<file path="config.mk">
export PLATFORM = sky130hd
export DESIGN_NAME = ffha_ctrl
export DESIGN_NICKNAME = d
export VERILOG_FILES = /design/src/rtl/first_fit_heap_allocator_assert.svh /design/src/rtl/ffha_pkg.sv /design/src/rtl/ffha_ctrl.sv
export SDC_FILE = /design/constraint.sdc
export NUM_CORES = 1
export LEC_CHECK = 0
export ABC_AREA = 0
export BUFFER_PORTS_ARGS = -buffer_cell sky130_fd_sc_hd__buf_2
export CORE_AREA = 2 2 39 41
export CTS_CLUSTER_SIZE = 16
export DETAILED_ROUTE_END_ITERATION = 8
export DIE_AREA = 0 0 41 43
export PLACE_DENSITY = 0.36
export SYNTH_ARGS = -nofsm -noshare
export SYNTH_HDL_FRONTEND = slang
export SYNTH_SLANG_ARGS = --single-unit
export TNS_END_PERCENT = 1
</file>
<file path="constraint.sdc">
create_clock -name clock -period 1.25 [get_ports clock]
set_input_delay 0.0625 -clock clock [delete_from_list [all_inputs] [get_ports clock]]
set_output_delay 0.0625 -clock clock [all_outputs]
set_load 0.05 [all_outputs]
</file>
<file path="src/rtl/first_fit_heap_allocator_assert.svh">
// Assertion macros used by the allocator datapath.
`ifndef FIRST_FIT_HEAP_ALLOCATOR_ASSERT_SVH
`define FIRST_FIT_HEAP_ALLOCATOR_ASSERT_SVH

// Same-cycle implication, checked outside reset.
`define FFHA_ASSERT_NOW(label, ante, cons) \
   label: assert property (@(posedge clock) disable iff (reset) (ante) |-> (cons)) \
      else $error("allocator assertion failed");

// Next-cycle implication, checked outside reset.
`define FFHA_ASSERT_NEXT(label, ante, cons) \
   label: assert property (@(posedge clock) disable iff (reset) (ante) |=> (cons)) \
      else $error("allocator assertion failed");

`endif

</file>
<file path="src/rtl/ffha_pkg.sv">
// ----------------------------------------------------------------------------
// ffha_pkg
// Types and constants of the first-fit heap allocator.
// ----------------------------------------------------------------------------
package ffha_pkg;

   localparam int HEAP_BYTES   = 4096;
   localparam int HEADER_BYTES = 16;
   localparam int MAX_BLOCKS   = 64;

   localparam int OFF_W = 12;
   localparam int SIZE_W = 13;
   localparam int IDX_W = $clog2(MAX_BLOCKS);
   localparam int CNT_W = $clog2(MAX_BLOCKS + 1);

   localparam logic ACT_ALLOC = 1'b0;
   localparam logic ACT_FREE  = 1'b1;

   typedef enum logic [1:0] {
      ST_DONE    = 2'd0,
      ST_NOFIT   = 2'd1,
      ST_FULL    = 2'd2,
      ST_BADFREE = 2'd3
   } status_type;

   typedef struct packed {
      logic              action;
      logic [SIZE_W-1:0] request_bytes;
      logic [OFF_W-1:0]  payload_offset;
   } req_type;

   typedef struct packed {
      status_type       status;
      logic [OFF_W-1:0] granted_offset;
   } rsp_type;

   typedef enum logic [2:0] {
      S_IDLE,
      S_SEARCH,
      S_EXEC,
      S_MERGE_NEXT,
      S_MERGE_PREV,
      S_DONE
   } state_type;

   typedef enum logic [2:0] {
      DP_NONE,
      DP_CAPTURE,
      DP_SEARCH,
      DP_EXEC,
      DP_MERGE_NEXT,
      DP_MERGE_PREV
   } dp_op_type;

   typedef struct packed {
      dp_op_type op;
      logic      load_rsp;
   } dp_cmd_type;

   typedef struct packed {
      logic is_free;
      logic found;
      logic rsp_busy;
   } dp_stat_type;

endpackage

</file>
<file path="src/rtl/ffha_ctrl.sv">
// ----------------------------------------------------------------------------
// ffha_ctrl
// Sequencer: capture, search, execute, optional merges, result handoff.
// ----------------------------------------------------------------------------
module ffha_ctrl
   import ffha_pkg::*;
(
   input  logic        clock,
   input  logic        reset,
   input  logic        req_valid,
   output logic        req_stall,
   input  dp_stat_type stat,
   output dp_cmd_type  cmd
);

   state_type state_ff, state_in;

   always_ff @(posedge clock) begin
      if (reset) begin
         state_ff <= S_IDLE;
      end else begin
         state_ff <= state_in;
      end
   end

   always_comb begin
      state_in = state_ff;
      unique case (state_ff)
         S_IDLE: begin
            if (req_valid) state_in = S_SEARCH;
         end
         S_SEARCH: state_in = S_EXEC;
         S_EXEC: begin
            if (stat.is_free && stat.found) state_in = S_MERGE_NEXT;
            else state_in = S_DONE;
         end
         S_MERGE_NEXT: state_in = S_MERGE_PREV;
         S_MERGE_PREV: state_in = S_DONE;
         S_DONE: begin
            if (!stat.rsp_busy) state_in = S_IDLE;
         end
         default: state_in = S_IDLE;
      endcase
   end

   always_comb begin
      cmd.op = DP_NONE;
      cmd.load_rsp = 1'b0;
      req_stall = 1'b1;
      unique case (state_ff)
         S_IDLE: begin
            req_stall = 1'b0;
            if (req_valid) cmd.op = DP_CAPTURE;
         end
         S_SEARCH:     cmd.op = DP_SEARCH;
         S_EXEC:       cmd.op = DP_EXEC;
         S_MERGE_NEXT: cmd.op = DP_MERGE_NEXT;
         S_MERGE_PREV: cmd.op = DP_MERGE_PREV;
         S_DONE:       cmd.load_rsp = !stat.rsp_busy;
         default:      cmd.op = DP_NONE;
      endcase
   end

endmodule

</file>
==> key figures, run 1 <==
Clocking
  • CTS tree: built
  • H-tree depth: 1
  • Worst-path clk slew: about 0.04 ns
  • Root Buffer: clkbuf_4
  • CTS max path bufs: 2
  • Clock latency at the later pin of the worst-skew pair: around 0.24 ns
  • Total CTS buffers: 3
  • Clk sinks: 3

Final layout
  • Seq. cell area: 68.8 µm²
  • Area Overhead vs Synth: 59.7%
  • Layout Nets: 46
  • Diode count: 0
  • Core Util, Final: 0.283
  • Biggest regs: state_ff: 3 flops
  • Area taken by multi-input logic gates: approximately 180 µm²
  • Largest Register: state_ff
  • Max reg flops: 3
  • Fillers: ~160
  • Share of cells above drive strength 1: 0.667

Synth
  • Register area share after synthesis: 0.245
  • Share of the synthesized area in the top cell type: 0.245
  • Count of cell types in the netlist: 20
  • Ys Warns: 0
  • Mapped Area: about 250 µm²
  • Post-Synthesis Cells: 24
  • Synth top area cells: dfxtp_1, buf_6, o32ai_2
  • Register bit total from synthesis: 3
  • Largest area contributor in the netlist: dfxtp_1
  • Post-Syn Area per Cell: 10.2 µm²
  • Syn_nets: 30

Drt
  • Initial DRT Pass Iterations: 3
  • Vias per cell: 4.31
  • Average wire per standard cell: ~10 µm
  • Antenna Nets Post-Route: 0
  • Post-Route WL: between 500 and 600 µm
  • DRT iter0 DRCs: 3
  • Vias post-DR: around 240
  • Residual DRC: 0

Setup path
  • RR Endpoint: state_ff[2]$_SDFFE_PP0P_
  • Setup crit start: state_ff[0]$_SDFFE_PP0P_
  • Critical path class: reg -> out
  • Worst EP arrival: roughly 1.2 ns
  • Worst setup path endpoint: req_stall
  • CP Launch Type: flop
  • Register-to-Register Setup Slack: around 0.14 ns
  • FF-to-FF path depth: 3
  • Critical-path maximum fanout: 10
  • Critical Path RT: around 1.2 ns
  • Critical Path Sink Type: output pin
  • RR Startpoint: state_ff[2]$_SDFFE_PP0P_

Placed design
  • Final HPWL DP: 411 µm
  • Placer Congestion: roughly 0.7
  • Place WS: 0.0575 ns
  • I/O Buffers: 10

Power and ir drop
  • Sw Ratio: 0.379
  • Max IR drop VDD: 0.672 mV
  • Pwr Density: 1240 mW/mm²
  • Switching pwr: 0.185 mW
  • Comb power frac: 0.385
  • Leakage power total: 0.158 nW
  • Int Power: ~0.3 mW
  • Sequential share of power: 0.256
  • Clock Power Share: 0.359

Global route
  • GR Util All Layers: 0.0762
  • Overflow after GRT: 0
  • First-pass GRT wire length: between 800 and 900 µm
  • Initial antenna violation count: 0
  • Largest net degree at the start of global routing: 11
  • Vias in the first global route: 218

STA
  • Final-report max-slew violation count: 0
  • Final WS setup: 0.00198 ns
  • Final hold violations: 0
  • Worst-margin pin slew: around 0.26 ns
  • Fmax: ~800 MHz
  • Slew Limit Headroom: 0.825
  • RSZ-0062 raised after global routing: yes
  • Tcrit/Tclk final: 0.998
  • Endpoints failing setup: 0
  • Setup TNS: 0 ns
  • Final worst path period need: roughly 1.2 ns
  • Final Skew: approximately 0.0079 ns

Run
  • Max_cap viols: 0

Floorplan
  • Core ar.: between 0.001 and 0.0015 mm²
  • Die ar.: approximately 0.0018 mm²
  • DIE HEIGHT: 43 µm
  • Row count: 14
  • Initial Utilization: 0.177
  • Die width: 41 µm
  • I/O Pins: 11

Min path
  • Min-delay worst type: in -> reg

Outcome
  • Outcome: complete, no violations
## area by class of cell
| cell class | instances | area share |
|---|---|---|
| timing repair buffer | 14 | 0.259 |
| clock buffer | 4 | 0.0671 |
| tap | 16 | 0.0511 |
| multi-input combinational | 18 | 0.447 |
| sequential | 3 | 0.176 |
## synth_stat cells
master	number
nor2b_1	1
nand2b_1	1
nor3_2	1
and3b_1	1
nor2_1	2
a21boi_0	1
a211oi_1	1
o21ai_0	1
or3b_1	1
nor4bb_1	1
xnor2_1	1
nor4b_2	1
buf_6	2
nand3b_1	1
buf_4	1
dfxtp_1	3
a31o_1	1
o32ai_2	1
a2111oi_2	1
or3_1	1
## per-layer routing
metal | up-vias | track usage | wire (µm)
li1 | 123 | - | -
met1 | 106 | 0.0958 | 246
met2 | 6 | 0.0969 | 261
met3 | 2 | 0.0471 | 40
met4 | 0 | 0.0400 | 17
met5 | - | 0 | 0
## what timing repair did
action                     4_1_cts  5_1_grt
buffers inserted                 0        2
pin swaps                        0        1
setup endpoints to repair        5        5
hold buffers                     0        0
resized for setup                8        4
## worst max-delay path: stages, from the launching register on
cell,delay (ns)
dfxtp_2,0.36
or3_1,0.37
buf_2,0.21
## placed cells by master, fill, tap and decap left out
master     count
buf_2          6
buf_4          5
clkbuf_4       3
buf_6          3
nor2_1         2
dfxtp_4        2
or3_1          1
xnor2_1        1
nand2b_1       1
nand3b_1       1
o21ai_1        1
nor3_2         1
a211oi_2       1
nor4bb_4       1
and3b_1        1
nor4b_2        1
a31o_1         1
nor2b_1        1
or3b_1         1
o32ai_2        1
a21boi_0       1
a2111oi_2      1
clkbuf_1       1
dfxtp_2        1
## worst min-delay path by stage
| stage | start | end | slack (ns) | cells past startpoint |
|---|---|---|---|---|
| floorplan | reset | state_ff[0]$_SDFFE_PP0P_ | 0.14 | 1 |
| global placement | reset | state_ff[0]$_SDFFE_PP0P_ | 0.34 | 2 |
| detailed placement | reset | state_ff[0]$_SDFFE_PP0P_ | 0.35 | 2 |
| CTS | reset | state_ff[0]$_SDFFE_PP0P_ | 0.09 | 2 |
| global route | reset | state_ff[0]$_SDFFE_PP0P_ | 0.09 | 2 |
| finish | reset | state_ff[0]$_SDFFE_PP0P_ | 0.09 | 2 |
## per-stage QoR
stage	cells	total power, mW	hold slack (ns)	area, µm²
3_3_place_gp	49	0.293	0.341	320
3_5_place_dp	49	0.293	0.347	320
5_1_grt	55	0.514	0.0942	392
6_report	55	0.486	0.0867	392
2_1_floorplan	24	0.262	0.142	265
4_1_cts	53	0.477	0.0918	364
## cells by family (layout without fill, tap and decap cells)
kind of cell	count (synthesis)	count (layout)	synth area share
DFF	3	3	0.245
xor gates and xnor gates	1	1	0.0357
AOI/OAI and AO/OA	6	6	0.245
buffers and inverters	3	18	0.122
and+or+nand+nor	11	11	0.352
## power groups by stage
stage | registers [mW] | clock network (mW) | logic [mW]
floorplan | 0.109 | 0 | 0.153
global placement | 0.126 | 0 | 0.167
detailed placement | 0.126 | 0 | 0.167
CTS | 0.127 | 0.174 | 0.176
global route | 0.128 | 0.187 | 0.198
finish | 0.124 | 0.174 | 0.187
No activity file was read; power rests on OpenSTA's default activity.
==> run 2: changes to the inputs <==
--- a/config.mk
+++ b/config.mk
@@ -7,11 +7,13 @@
 export LEC_CHECK = 0
 export ABC_AREA = 0
 export BUFFER_PORTS_ARGS = -buffer_cell sky130_fd_sc_hd__buf_2
+export CELL_PAD_IN_SITES_DETAIL_PLACEMENT = 1
+export CELL_PAD_IN_SITES_GLOBAL_PLACEMENT = 1
 export CORE_AREA = 2 2 39 41
 export CTS_CLUSTER_SIZE = 16
 export DETAILED_ROUTE_END_ITERATION = 8
 export DIE_AREA = 0 0 41 43
-export PLACE_DENSITY = 0.36
+export PLACE_DENSITY = 0.46
 export SYNTH_ARGS = -nofsm -noshare
 export SYNTH_HDL_FRONTEND = slang
 export SYNTH_SLANG_ARGS = --single-unit
==> key figures, run 2 (synthesis results as in run 1) <==
Floorplan
  • Core ar.: 0.00138 mm² (unchanged)
  • Row count: 14 (unchanged)
  • Die ar.: 0.00176 mm² (unchanged)
  • Initial Utilization: 0.177 (unchanged)
  • Die width: 41 µm (unchanged)
  • DIE HEIGHT: 43 µm (unchanged)
  • I/O Pins: 11 (unchanged)

Setup path
  • Worst setup path endpoint: cmd[0]
  • Slowest stage delay, CP: 0.36 ns (about the same)
  • Critical Path RT: 1.19 ns (about the same)
  • RR Endpoint: state_ff[2]$_SDFFE_PP0P_
  • CP most frequent cell: buf_6
  • Crit-path cells: buf_6 > nor4bb_4 > buf_6
  • Register-to-Register Setup Slack: 0.12 ns (-0.02 ns)
  • Worst EP arrival: 1.18 ns (about the same)
  • Critical-path maximum fanout: 6 (-4)
  • Setup crit start: state_ff[1]$_SDFFE_PP0P_
  • FF-to-FF path depth: 3 (unchanged)
  • RR Startpoint: state_ff[1]$_SDFFE_PP0P_
  • Critical Path Sink Type: output pin
  • CP Launch Type: flop
  • Slowest library cell on the worst path: dfxtp_4
  • Critical path class: reg -> out

Placed design
  • Post-placement cell area: 335 µm² (+4.7%)
  • Final HPWL DP: 437 µm (+6.2%)
  • I/O Buffers: 10 (unchanged)
  • Placer Congestion: 0.608 (-11%)
  • Placed Cells: 51 (+4.1%)

STA
  • Endpoints failing setup: 0 (unchanged)
  • Slew Limit Headroom: 0.826 (+0.00146)
  • RSZ-0062 raised after global routing: yes
  • Worst-margin pin slew: 0.260 ns (-0.00219 ns)
  • Final-report max-slew violation count: 0 (unchanged)
  • Final Skew: 0.000431 ns (-0.00745 ns)
  • Fmax: 806 MHz (+0.63%)
  • Final worst path period need: 1.24 ns (-0.00780 ns)
  • Tcrit/Tclk final: 0.992 (-0.00624)
  • Final hold violations: 0 (unchanged)

Final layout
  • Non-filler cells, final: 56 (+1.8%)
  • Share of cells above drive strength 1: 0.675 (+0.00833)
  • Diode count: 0 (unchanged)
  • Max reg flops: 3 (unchanged)
  • Most frequent cells in the layout: buf_2, buf_4, buf_6, clkbuf_4
  • Biggest regs: state_ff: 3 flops
  • Core Util, Final: 0.291 (+0.00814)
  • Layout Nets: 47 (+2.2%)
  • Largest Register: state_ff
  • Most common cell after layout, fill and taps aside: buf_2
  • Final instance area: 403 µm² (+2.9%)
  • Area Overhead vs Synth: 64.3%

Power and ir drop
  • Switching pwr: 0.181 mW (-1.9%)
  • Pwr Density: 1220 mW/mm² (-1.9%)
  • Sw Ratio: 0.369 (-0.0108)
  • Leakage power total: 0.164 nW (+3.6%)
  • Comb power frac: 0.405 (+0.020)
  • Int Power: 0.310 mW (+2.7%)
  • Sequential share of power: 0.251 (-0.005)
  • Clock Power Share: 0.344 (-0.015)
  • Max IR drop VDD: 0.434 mV (-35%)

Clocking
  • Clk sinks: 3 (unchanged)
  • CTS max path bufs: 2 (unchanged)
  • Root Buffer: clkbuf_4
  • CTS tree: built
  • H-tree depth: 1 (unchanged)
  • Worst-path clk slew: 0.04 ns (about the same)
  • Clock latency at the later pin of the worst-skew pair: 0.23 ns (about the same)
  • Total CTS buffers: 3 (unchanged)

Outcome
  • Outcome: complete, no violations

Drt
  • Vias post-DR: 236 (-0.42%)
  • Vias per cell: 4.21 (-2.2%)
  • Antenna Nets Post-Route: 0 (unchanged)
  • Post-Route WL: 576 µm (+1.8%)
  • Average wire per standard cell: 10.3 µm (about the same)
  • Residual DRC: 0 (unchanged)
  • DRT iter0 DRCs: 1 (-2)
  • Initial DRT Pass Iterations: 2 (-1)

Global route
  • Overflow after GRT: 0 (unchanged)
  • GR Util All Layers: 0.0782 (+0.00208)
  • Largest net degree at the start of global routing: 12 (+1)
  • Initial antenna violation count: 0 (unchanged)
  • Vias in the first global route: 224 (+2.8%)
  • First-pass GRT wire length: 862 µm (-3.1%)

Run
  • Max_cap viols: 0 (unchanged)

Min path
  • Min-delay worst type: in -> reg
## run 2: cell types whose count changed in the layout (fill, tap and decap cells not counted)
| cell | previous run | this run |
|---|---|---|
| buf_6 | 3 | 4 |
## run 2: cell type report
cell class | instances | area, µm²
Multi-Input combinational cell | 18 | 175
Clock buffer | 4 | 26.3
Timing Repair Buffer | 15 | 113
Fill cell | 164 | 981
Sequential cell | 3 | 68.8
Tap cell | 16 | 20.0
## run 2: what timing repair did
item,in CTS,in global routing
hold buffers,0,0
setup buffers,1,0
endpoints found under the hold margin,0,0
pin swaps,1,1
resized for setup,9,6
setup endpoints to repair,5,4
## run 2: per-layer routing
metal,global-route usage,up-vias,share of wire
met1,0.0737,103,0.44
met2,0.116,8,0.48
li1,-,123,-
met5,0,-,0
met3,0.0314,2,0.047
met4,0.0800,0,0.024
## run 2: power groups by stage
stage	registers (mW)	clock network, mW	logic (mW)
floorplan	0.109	0	0.153
global placement	0.127	0	0.173
detailed placement	0.127	0	0.175
CTS	0.124	0.181	0.189
global route	0.125	0.188	0.212
finish	0.123	0.169	0.199
## run 2: worst min path at each step
stage	startpoint	to	depth (start not counted)
after floorplan	reset	state_ff[0]$_SDFFE_PP0P_	1
after global placement	reset	state_ff[0]$_SDFFE_PP0P_	2
after detailed placement	reset	state_ff[0]$_SDFFE_PP0P_	2
after CTS	reset	state_ff[0]$_SDFFE_PP0P_	2
after global routing	reset	state_ff[0]$_SDFFE_PP0P_	2
final	reset	state_ff[0]$_SDFFE_PP0P_	2
## run 2: worst max-delay path: cells and delay by family, from the launching register on
family	cells	cell delay, ns
DFF	1	0.36
buffers and inverters	2	0.31
and+or+nand+nor	1	0.28
## run 2: through the flow
step           setup slack (ns)  TNS [ns]  hold slack (ns)  total power, mW
4_1_cts                 -0.0116   -0.0116           0.0852            0.494
3_5_place_dp             0.0522         0            0.342            0.302
2_1_floorplan            -0.121    -0.185            0.142            0.262
6_report                0.00977         0           0.0908            0.491
5_1_grt                 -0.0270   -0.0326           0.0886            0.526
3_3_place_gp             0.0669         0            0.340            0.300
